**config.mk**
```make
export PLATFORM = sky130hd
export DESIGN_NAME = sitda_seq
export DESIGN_NICKNAME = d
export VERILOG_FILES = /design/src/hw/rtl/sitda_pkg.sv /design/src/hw/rtl/sitda_dabble.sv /design/src/hw/rtl/sitda_seq.sv
export VERILOG_INCLUDE_DIRS = /design/src /design/src/hw/rtl
export SDC_FILE = /design/constraint.sdc
export NUM_CORES = 1
export LEC_CHECK = 0
export ABC_AREA = 1
export BUFFER_PORTS_ARGS = -buffer_cell sky130_fd_sc_hd__buf_2
export CAP_MARGIN = 20
export CORE_AREA = 2 2 176 178
export CTS_BUF_LIST = sky130_fd_sc_hd__clkbuf_16
export DETAILED_ROUTE_END_ITERATION = 12
export DIE_AREA = 0 0 178 180
export GPL_TIMING_DRIVEN = 0
export PLACE_DENSITY = 0.75
export SETUP_SLACK_MARGIN = 0.4
export SYNTH_ARGS = -nofsm -noshare
export SYNTH_HDL_FRONTEND = slang
export SYNTH_SLANG_ARGS = --single-unit
export TNS_END_PERCENT = 10
```
**constraint.sdc**
```tcl
create_clock -name clock -period 14.4 [get_ports clock]
set_input_delay 2.88 -clock clock [delete_from_list [all_inputs] [get_ports clock]]
set_output_delay 2.88 -clock clock [all_outputs]
set_load 0.01 [all_outputs]
```
**src/hw/rtl/signed_int_to_decimal_ascii_top_macros.svh**
```systemverilog
// ----------------------------------------------------------------------------
// Assertion macros for the signed integer to decimal ASCII block
// Checks are sampled on clock and switched off while reset is high.
// ----------------------------------------------------------------------------
`ifndef SIGNED_INT_TO_DECIMAL_ASCII_TOP_MACROS_SVH
`define SIGNED_INT_TO_DECIMAL_ASCII_TOP_MACROS_SVH

// same-cycle implication
`define SITDA_ASSERT_SAME(label, ante, cons, msg) \
   label: assert property (@(posedge clock) disable iff (reset) (ante) |-> (cons)) \
      else $error(msg);

// next-cycle implication
`define SITDA_ASSERT_NEXT(label, ante, cons, msg) \
   label: assert property (@(posedge clock) disable iff (reset) (ante) |=> (cons)) \
      else $error(msg);

`endif

```
**src/hw/rtl/sitda_pkg.sv**
```systemverilog
// ----------------------------------------------------------------------------
// sitda_pkg
// Widths, character codes and shared types for the integer to ASCII block.
// ----------------------------------------------------------------------------
package sitda_pkg;

   localparam int BinWidth    = 64;
   localparam int DigitWidth  = 4;
   localparam int BcdDigits   = 20;
   localparam int BcdWidth    = BcdDigits * DigitWidth;
   localparam int BitsPerStep = 4;
   localparam int ConvSteps   = BinWidth / BitsPerStep;
   localparam int StepWidth   = $clog2(ConvSteps);
   localparam int CntWidth    = $clog2(BcdDigits + 1);
   localparam int CharWidth   = 6;

   localparam logic [CharWidth-1:0] CodeZero  = 6'd48;
   localparam logic [CharWidth-1:0] CodeMinus = 6'd45;

   // one character handed from the sequencer to the output register
   typedef struct packed {
      logic                 vld;
      logic [CharWidth-1:0] code;
      logic                 last;
   } sitda_char_type;

endpackage

```
**src/hw/rtl/sitda_dabble.sv**
```systemverilog
// ----------------------------------------------------------------------------
// sitda_dabble
// Shift-and-add-3 unit: folds four binary bits, MSB first, into a BCD word.
// ----------------------------------------------------------------------------
module sitda_dabble import sitda_pkg::*; (
   input  logic [BcdWidth-1:0]    bcd_in,
   input  logic [BitsPerStep-1:0] bits_in,
   output logic [BcdWidth-1:0]    bcd_out
);

   always_comb begin
      logic [BcdWidth-1:0] acc;
      acc = bcd_in;
      for (int s = 0; s < BitsPerStep; s++) begin
         // digits are independent lanes; only the bit steps chain
         for (int d = 0; d < BcdDigits; d++) begin
            if (acc[d*DigitWidth +: DigitWidth] >= 4'd5) begin
               acc[d*DigitWidth +: DigitWidth] = acc[d*DigitWidth +: DigitWidth] + 4'd3;
            end
         end
         acc = {acc[BcdWidth-2:0], bits_in[BitsPerStep-1-s]};
      end
      bcd_out = acc;
   end

endmodule

```
**src/hw/rtl/sitda_seq.sv**
```systemverilog
// ----------------------------------------------------------------------------
// sitda_seq
// Sequencer: magnitude, BCD conversion through the one reused dabble unit,
// leading-zero skip and character emission, MSD first.
// ----------------------------------------------------------------------------
`include "signed_int_to_decimal_ascii_top_macros.svh"

module sitda_seq import sitda_pkg::*; (
   input  logic                clock,
   input  logic                reset,
   input  logic                start,
   input  logic [BinWidth-1:0] value_in,
   input  logic                out_free,
   output logic                idle,
   output sitda_char_type      emit
);

   localparam logic [2:0] StIdle = 3'd0;
   localparam logic [2:0] StConv = 3'd1;
   localparam logic [2:0] StSign = 3'd2;
   localparam logic [2:0] StSkip = 3'd3;
   localparam logic [2:0] StEmit = 3'd4;

   logic [2:0]           state_ff, state_in;
   logic [BinWidth-1:0]  bin_ff, bin_in;
   logic [BcdWidth-1:0]  bcd_ff, bcd_in;
   logic                 neg_ff, neg_in;
   logic [CntWidth-1:0]  cnt_ff, cnt_in;
   logic [StepWidth-1:0] step_ff, step_in;
   logic [BcdWidth-1:0]  dabble_out;
   logic [DigitWidth-1:0] top_digit;

   sitda_dabble u_dabble (
      .bcd_in  (bcd_ff),
      .bits_in (bin_ff[BinWidth-1 -: BitsPerStep]),
      .bcd_out (dabble_out)
   );

   assign top_digit = bcd_ff[BcdWidth-1 -: DigitWidth];
   assign idle      = (state_ff == StIdle);

   always_comb begin
      state_in  = state_ff;
      bin_in    = bin_ff;
      bcd_in    = bcd_ff;
      neg_in    = neg_ff;
      cnt_in    = cnt_ff;
      step_in   = step_ff;
      emit.vld  = 1'b0;
      emit.code = CodeZero + CharWidth'(top_digit);
      emit.last = (cnt_ff == CntWidth'(1));
      case (state_ff)
         StIdle: begin
            if (start) begin
               neg_in   = value_in[BinWidth-1];
               // most negative value wraps to 2^63, correct as unsigned
               bin_in   = value_in[BinWidth-1] ? (~value_in + BinWidth'(1)) : value_in;
               bcd_in   = '0;
               step_in  = '0;
               cnt_in   = CntWidth'(BcdDigits);
               state_in = StConv;
            end
         end
         StConv: begin
            bcd_in  = dabble_out;
            bin_in  = bin_ff << BitsPerStep;
            step_in = step_ff + StepWidth'(1);
            if (step_ff == StepWidth'(ConvSteps - 1)) begin
               state_in = neg_ff ? StSign : StSkip;
            end
         end
         StSign: begin
            if (out_free) begin
               emit.vld  = 1'b1;
               emit.code = CodeMinus;
               emit.last = 1'b0;
               state_in  = StSkip;
            end
         end
         StSkip: begin
            // drop leading zeros, keep at least one digit
            if (top_digit == '0 && cnt_ff != CntWidth'(1)) begin
               bcd_in = bcd_ff << DigitWidth;
               cnt_in = cnt_ff - CntWidth'(1);
            end else begin
               state_in = StEmit;
            end
         end
         StEmit: begin
            if (out_free) begin
               emit.vld = 1'b1;
               bcd_in   = bcd_ff << DigitWidth;
               cnt_in   = cnt_ff - CntWidth'(1);
               if (cnt_ff == CntWidth'(1)) begin
                  state_in = StIdle;
               end
            end
         end
         default: begin
            state_in = StIdle;
         end
      endcase
   end

   always_ff @(posedge clock) begin
      if (reset) begin
         state_ff <= StIdle;
      end else begin
         state_ff <= state_in;
      end
      bin_ff  <= bin_in;
      bcd_ff  <= bcd_in;
      neg_ff  <= neg_in;
      cnt_ff  <= cnt_in;
      step_ff <= step_in;
   end

   `SITDA_ASSERT_SAME(a_emit_state, emit.vld, state_ff == StSign || state_ff == StEmit, "character emitted outside sign or digit phase")
   `SITDA_ASSERT_SAME(a_sign_neg, state_ff == StSign, neg_ff, "minus sign phase for a non-negative value")
   `SITDA_ASSERT_NEXT(a_start_conv, start && idle, state_ff == StConv && step_ff == '0, "accepted word did not start conversion")
   `SITDA_ASSERT_NEXT(a_last_idle, emit.vld && emit.last, state_ff == StIdle, "sequencer not idle after final character")
   `SITDA_ASSERT_SAME(a_top_zero, state_ff == StSkip && cnt_ff == CntWidth'(BcdDigits), top_digit == '0, "BCD overflow into spare top digit")

endmodule

```
== Yosys cells after proc, flatten, opt, wreduce, memory -nomap -nowiden ==
Cells that the tools add are included.
Widths: inputs -> output; s select.

* Equal/unequal tests: 14
* Reduce and logical (&&, ||, !) cells: 11
* Add/sub/neg operators: 84
* $lt $le $gt $ge: 80
* Bitwise operators: 1
* Shifts and indexed selects: 0
* Div/mod/pow operators: 0
* $mul: 0
* Muxes and demuxes: 105

{| class="wikitable"
|+ Operators with widths
! kind !! count
|-
| $ge 4x3->1 const B || 80
|-
| $pmux 80 s4 || 1
|-
| $mux 4 || 77
|-
| $add 4x2->4 const B || 76
|-
| $mux 80 || 3
|-
| $mux 64 || 2
|-
| $pmux 64 s2 || 1
|-
| $add 64x1->64 const B || 1
|-
| $not 64->64 || 1
|-
| $mux 3 || 10
|-
| $mux 5 || 3
|-
| $pmux 3 s5 || 1
|-
| $pmux 5 s3 || 1
|-
| $ne 2x2->1 const B || 7
|-
| $add 3x2->3 const B || 4
|-
| $mux 8 || 1
|-
| $pmux 4 s2 || 1
|-
| $reduce_and 4->1 || 2
|-
| $mux 7 || 1
|-
| $add 5x5->6 const A || 1
|-
| $eq 3x2->1 const B || 2
|-
| $reduce_and 6->1 || 1
|-
| $eq 5x1->1 const B || 1
|-
| $ne 5x1->1 const B || 1
|-
| other kinds (14) || 16
|}

* RAM bits: 0
* Logic and storage cells: 301
* Memory bits (read-only): 0
* Register bits: 157
* Output and inout port bits: 9
* Bits in latches: 0
* Memories kept: 0

== Logic depth before layout (Yosys ltp) ==
Gate-level depths: netlist of run 1.

* Depth in word-level cells: 9
* Mapped depth: 30
* Gate-level depth less buffers: 30

== By module ==
From an unflattened synthesis of run 1, not the netlist that was laid out.

* Cell total of the unflattened synthesis: 2,608
* Area, all modules: 16,926.2 um^2

{| class="wikitable"
|+ Modules (own cells, without submodules)
! module !! area an instance (um^2) !! cells each !! sequential area each (um^2) !! times used
|-
| sitda_seq || 8,720.9 || 990 || 4,684.5 || 1
|-
| sitda_dabble || 8,205.4 || 1,618 || 0.0 || 1
|}

== Worst setup path before layout of run 1 ==
No wires, ideal clock.

* Kind: input -> register
* From: input out_free
* To: register bcd_ff[0], enable pin
* Library setup time: 0.647 ns
* Required time: 13.753 ns
* Cell stages on the path: 5
* Setup slack: 4.310 ns
* Arrival: 9.443 ns
* Cells stage by stage: o22ai_1 a2111oi_0 nand2_1 inv_1 a221oi_1

* Cells in the longest elaborated chain, start to end: 2

{| class="wikitable"
|+ Ends and longest elaborated chain
! what !! line !! text
|-
| start, declared || sitda_seq.sv:13 || <nowiki>input logic out_free,</nowiki>
|-
| $ne 2x2->1 (no source line) || n/a ||
|-
| $reduce_and 4->1 (no source line) || n/a ||
|-
| end signal, assigned || sitda_seq.sv:112 || <nowiki>bcd_ff <= bcd_in;</nowiki>
|-
| end, declared || sitda_seq.sv:26 || <nowiki>logic [BcdWidth-1:0] bcd_ff, bcd_in;</nowiki>
|}

Every way passes these cells.
A chain may end at the register's enable or synchronous reset.

==> impl_metrics.toml, run 1 <==
[outcome]
status = "completed"

[route]
drtAntennaViolNets = 0
drtIter0Drc = 1108
drc_errors = 0
dr_total_vias = 16200
wl_per_cell_um = 14.0
dr.pass1.iters = 6
drt-vias-per-instance = 5.51
finalWirelength_um = 41100

[timing]
max_clock_freq_mhz = 154
worst_pin_slew_ns = 0.929
finalHoldViolCount = 0
setup_viol = 0
slew_viol_final = 0
relSlewSlack = 0.381
rsz0062_at_grt = "no"
fin_crit_sh = 0.450
period_minus_slack_ns = 6.49
worst_clock_skew_ns = 0.0106
setup_tns_ns = 0

[setup_path]
arrival_ns = 3.61
path_max_fanout = 4
reg2reg_from = "state_ff[2]"
cp.required_ns = 11.52
end_kind = "output port"
path_cells = "buf_2 > inv_1 > nor2_1 > inv_1 > nand2_1 > buf_2"
cp_slowest_cell = "nor2_1"
crit_type = "in2out"
cp_slowest_stage_delay_ns = 0.25
critPathTopFamily = "buffers and inverters"
ff2ff_path_depth = 13
crit_buf_inv = 4
startpoint_type = "primary input"
reg2reg_slack_ns = 10.59
reg2reg_to = "bcd_ff[7]"

[logic_synthesis]
synthesis.area_um2 = 16400
synth_seq_area_share = 0.285
synth_ff_type = "edfxtp_1"
syn_avg_cell_area_um2 = 6.74
yosysUniqueCellTypes = 58
synth_edf_count = 154
syn_inst = 2435
synth_warnings = 0
synth_nets = 2600
synth_async_sr_flop_share = 0
ys_ff_latch = 157

[worst_hold_path]
hp-start = "state_ff[0]"
hold_class = "reg2reg"
holdPathEnd = "state_ff[0]"
whs_path_depth = 2

[clock_network]
clock-root-buffer = "clkbuf_16"
clock-sinks = 157
path_clk_slew_ns = 0.07
cts_resized = 0
cts_tree = "yes"
clk_path_buf_depth = 2
cts-hold-fix-buffers = 0
cts_buffers = 17
post_cts_buffers = 0
worstSkewPairLatency_ns = 0.44
htreeDepth = 4

[global_routing]
grt_max_degree = 29
met2_usage = 0.460
grt_usage = 0.258
grt_pass1_vias = 15300
grt_pass1_wl_um = 68300
met1_usage = 0.317
antenna_found_initial = 0
gr-total-overflow = 0
globalRouteMet3Util = 0.0383
busiest_layer = "met2"

[floorplanning]
die_h_um = 180
num_rows = 64
core_um2 = 30200
start_util = 0.544
dieArea_um2 = 32000
boundaryPins = 77
die_w_um = 178

[job]
cap_violations = 0

[placement]
io_buffers = 75
dp.final_hpwl_um = 31900
gp_congestion = 0.883

[final_layout]
drive_above_1_share = 0.117
antennaDiodeCount = 0
finalNetCount = 2701
syn2layout_area_growth_pct = 10.0
[state kept, by name (all words and copies together) (netlist names)]
signal / flops
bin_ff: 64
step_ff: 4
neg_ff: 1
bcd_ff: 80
cnt_ff: 5
state_ff: 3
[cells in the mapped netlist, types with 4 or more instances]
master	number	area share
o22ai_1	17	0.0065
and2_1	36	0.014
buf_2	5	0.0015
nand2_2	70	0.027
a31o_2	6	0.0032
o21bai_1	6	0.0027
nor4_1	11	0.0042
o21ai_1	38	0.012
xor2_2	4	0.0040
nand2_4	6	0.0041
nand3_2	36	0.022
o211ai_1	5	0.0023
nand4_1	96	0.037
inv_1	371	0.085
xnor2_1	18	0.0096
o21ai_2	14	0.0075
edfxtp_1	154	0.28
ha_1	97	0.074
clkbuf_1	25	0.0057
nand3_1	252	0.077
a21oi_1	42	0.013
and2_4	10	0.0053
nor2_1	111	0.025
xor2_1	40	0.021
buf_4	4	0.0018
inv_2	7	0.0016
a31oi_1	9	0.0034
o31ai_1	5	0.0023
a21o_1	16	0.0073
o21ai_0	112	0.034
nor3_1	27	0.0082
nand2_1	734	0.17
nand3b_1	13	0.0059
[per-layer routing]
| layer | up-vias | part of all wire |
|---|---|---|
| met5 | - | 0 |
| met2 | 452 | 0.49 |
| met4 | 0 | 0.025 |
| li1 | 8279 | - |
| met3 | 76 | 0.062 |
| met1 | 7408 | 0.42 |
[per-stage QoR]
stage               cells  cell area (µm²)  hold WS, ns  utilization  setup slack, ns
floorplan            2435            16400        0.466            -             4.31
finish               2945            18100        0.498        0.598             7.91
CTS                  2945            18100        0.496        0.598             7.92
global placement     2906            17300        0.486        0.573             1.53
detailed placement   2913            17500        0.485        0.578             7.92
global route         2945            18100        0.532        0.598             7.78
[final cells by class]
cell class	count	area [µm²]
fillers	2748	12100
multi-input cells	1860	10200
flip-flops and latches	157	4680
inverters	380	1430
repair buffers	82	523
well taps	396	495
clock buffers	17	425
plain buffers	38	178
clock inverters	15	175
[placed cells by master, fill, tap and decap left out, types with 17 or more instances in the layout]
cell type / synthesis / routed
edfxtp_1: 154 / 154
a21oi_1: 42 / 42
nand2_2: 70 / 70
inv_1: 371 / 372
buf_2: 5 / 80
xnor2_1: 18 / 18
nand2_1: 734 / 734
ha_1: 97 / 97
nand4_1: 96 / 96
o21ai_1: 38 / 38
xor2_1: 40 / 40
o22ai_1: 17 / 17
o21ai_0: 112 / 111
clkbuf_16: 0 / 17
nand3_2: 36 / 36
and2_1: 36 / 36
clkbuf_1: 25 / 25
nor3_1: 27 / 27
nand3_1: 252 / 252
nor2_1: 111 / 111
[logic make-up after synthesis]
| family | after synthesis | synth area share |
|---|---|---|
| DFF | 157 | 0.285 |
| xor gates and xnor gates | 65 | 0.0386 |
| and+or+nand+nor | 1417 | 0.404 |
| buffers and inverters | 418 | 0.0977 |
| muxes | 1 | 0.000686 |
| AOI/OAI and AO/OA | 279 | 0.0992 |
| adders and majority gates | 97 | 0.0739 |
| other | 1 | 0.000228 |
[worst max-delay path by stage]
| stage | from | to | slack [ns] | cells after the start |
|---|---|---|---|---|
| CTS | out_free | emit[4] | 7.92 | 6 |
| floorplan | out_free | bcd_ff[0] | 4.31 | 5 |
| global route | out_free | emit[1] | 7.78 | 6 |
| detailed placement | out_free | emit[4] | 7.92 | 6 |
| finish | out_free | emit[4] | 7.91 | 6 |
| global placement | out_free | bcd_ff[11] | 1.53 | 6 |
[worst min-delay path: stages (launching register included)]
cell and delay (ns):
dfxtp_1 0.33, nand2_1 0.07, a21oi_1 0.06
Power of run 1 is not shown: default switching activity piles up to over one toggle a cycle in this logic, so the estimate is an artifact.
==> run 2: changes to the inputs <==
--- a/config.mk
+++ b/config.mk
@@ -6,15 +6,15 @@
 export SDC_FILE = /design/constraint.sdc
 export NUM_CORES = 1
 export LEC_CHECK = 0
-export ABC_AREA = 1
+export ABC_AREA = 0
 export BUFFER_PORTS_ARGS = -buffer_cell sky130_fd_sc_hd__buf_2
 export CAP_MARGIN = 20
-export CORE_AREA = 2 2 176 178
+export CORE_AREA = 2 2 173 175
 export CTS_BUF_LIST = sky130_fd_sc_hd__clkbuf_16
 export DETAILED_ROUTE_END_ITERATION = 12
-export DIE_AREA = 0 0 178 180
+export DIE_AREA = 0 0 175 177
 export GPL_TIMING_DRIVEN = 0
-export PLACE_DENSITY = 0.75
+export PLACE_DENSITY = 0.78
 export SETUP_SLACK_MARGIN = 0.4
 export SYNTH_ARGS = -nofsm -noshare
 export SYNTH_HDL_FRONTEND = slang
==> constraint.sdc (replaced) <==
create_clock -name clock -period 5.62 [get_ports clock]
set_input_delay 1.124 -clock clock [delete_from_list [all_inputs] [get_ports clock]]
set_output_delay 1.124 -clock clock [all_outputs]
set_load 0.01 [all_outputs]
==> run 2 against run 1 <==
Net effect: synthesized cell count decreased by 22%; via count decreased by 8.8%; wire length decreased by 3.3%; die area decreased by 3.3%; final cell count decreased by 18%; critical endpoint is now bcd_ff[5]; largest cell class unchanged.
==> impl_metrics.toml, run 2 <==
[outcome]
status = "completed"

[clock_network]
worstSkewPairLatency_ns = 0.45
cts_buffers = 17
clock-sinks = 157
post_cts_buffers = 0
htreeDepth = 4
cts-hold-fix-buffers = 0
clock-root-buffer = "clkbuf_16"
cts_resized = 0
cts_tree = "yes"
path_clk_slew_ns = 0.07
clk_path_buf_depth = 2

[global_routing]
gr-total-overflow = 0
grt_pass1_wl_um = 65100
grt_usage = 0.254
antenna_found_initial = 3
grt_pass1_vias = 13800
grt_max_degree = 69

[placement]
placedCellCount = 2374
io_buffers = 75
gp_congestion = 0.890
dp_slack_ns = 1.17
dp.final_hpwl_um = 28800

[timing]
fin_crit_sh = 0.807
period_minus_slack_ns = 4.53
rsz0062_at_grt = "no"
worst_pin_slew_ns = 0.953
setup_ws_ns = 1.09
worst_clock_skew_ns = 0.0149
setup_viol = 0
slew_viol_final = 0
finalHoldViolCount = 0
relSlewSlack = 0.364
setup_tns_ns = 0
max_clock_freq_mhz = 221

[logic_synthesis]
yosys-top-cells-count = "236 x o21ai_0, 173 x nand2_1, 166 x a21oi_1"
yosysMostFrequentCell = "o21ai_0"
synth_nets = 2070
synth_warnings = 0
synth_async_sr_flop_share = 0
ys_ff_latch = 157
synthesis.area_um2 = 15700
ys_top_cells_by_area = "edfxtp_1 29%, ha_1 7.7%, o21ai_0 7.5%"
syn_avg_cell_area_um2 = 8.27
synth_seq_area_share = 0.297
synth_edf_count = 154
yosysUniqueCellTypes = 79
synth_ff_type = "edfxtp_1"
syn_inst = 1905
synth.top_cell.area_share = 0.294
yosys.area.top_type = "edfxtp_1"

[route]
drt-vias-per-instance = 6.15
routed-wl-met2_um = 18900
drt-met1-wl_um = 17400
drtIter0Drc = 1086
wl_per_cell_um = 16.5
drc_errors = 0
dr.pass1.iters = 5
dr_total_vias = 14800
wl_met3_um = 2650
drtAntennaViolNets = 0
top_layer_used = "met5"
finalWirelength_um = 39800

[setup_path]
ff2ff_path_depth = 16
cp_common_cell = "a21oi_1"
cp_num_cells = 16
startpoint_type = "flip-flop"
cp_slowest_stage_delay_ns = 0.47
cp_slowest_cell = "edfxtp_1"
arrival_ns = 4.70
crit_type = "reg2reg"
cp.required_ns = 5.78
path_cells = "inv_1 > ha_1 > nand2b_1 > a21oi_1 > mux2_2 > clkbuf_1 > a21oi_1 > xnor2_1 > clkbuf_1 > and2_1 > a21oi_1 > ha_1 > o311a_1 > a211oi_1 > xor2_1 > o21ai_0"
end_kind = "flip-flop"
crit_buf_inv = 3
critPathTopFamily = "compound AO/OA/AOI/OAI gates"
path_max_fanout = 10

[job]
cap_violations = 0

[final_layout]
fillCellCount = 2501
drive_above_1_share = 0.0938
final_cell_mix = "236 x o21ai_0, 173 x nand2_1, 166 x a21oi_1"
fin_cells = 2406
final_common_cell = "o21ai_0"
regMostFlops = "bcd_ff"
largest_register_ffs = 80
reg_top3 = "bcd_ff x80, bin_ff x64, cnt_ff x5"
regArea_um2 = 4680
finalNetCount = 2168
antennaDiodeCount = 0
syn2layout_area_growth_pct = 9.62
multi_input_area_um2 = 10400

[floorplanning]
start_util = 0.538
boundaryPins = 77
core_um2 = 29200
dieArea_um2 = 31000
num_rows = 63
die_w_um = 175
die_h_um = 177

[worst_hold_path]
whs_path_depth = 2
hold_class = "reg2reg"
[run 2: cell types whose count changed after synthesis, sizes merged, moves of 55 or more]
cell,before,now
mux2i,0,55
nand4,96,4
a21oi,45,167
nand2,810,173
o21ai,165,256
inv,378,124
nand3,289,31
[run 2: logic make-up after synthesis]
logic type      Yosys count  synth area share
compound gates          694             0.271
mux                      85            0.0564
buf+inv                 187            0.0449
fa+ha+maj                99            0.0783
xor+xnor                143            0.0800
other cells               1          0.000238
flops                   157             0.297
simple gates            539             0.171
[run 2: worst min-delay path: stages (launching register included)]
cell,delay [ns]
edfxtp_1,0.33
nand2_1,0.04
o21ai_0,0.06
[run 2: worst paths after layout]
kind         startpoint    endpoint  slack [ns]
min          bin_ff[33]  bin_ff[37]        0.53
max           bcd_ff[0]   bcd_ff[5]        1.09
max reg2reg   bcd_ff[0]   bcd_ff[5]        1.09
min reg2reg  bin_ff[33]  bin_ff[37]        0.53
[run 2: final cells by class]
class | instances | share of cell area
buffer | 63 | 0.0140
clock inverter | 15 | 0.00768
tap | 390 | 0.0283
timing repair buffer | 79 | 0.0259
multi-input combinational | 1561 | 0.601
clock buffer | 17 | 0.0246
sequential | 157 | 0.271
inverter | 124 | 0.0270
[run 2: layer usage]
metal / track usage / vias to the layer above
li1: - / 7293
met1: 0.332 / 6911
met2: 0.432 / 499
met3: 0.0391 / 79
met4: 0.0802 / 6
met5: 0 / -
[run 2: metrics by stage]
stage          instance area, µm²  utilization  hold WS [ns]
2_1_floorplan               15800            -         0.496
3_3_place_gp                16600        0.568         0.508
3_5_place_dp                16700        0.571         0.508
4_1_cts                     17300        0.590         0.532
5_1_grt                     17300        0.590         0.553
6_report                    17300        0.590         0.533
Power of run 2 is left out for the same reason.
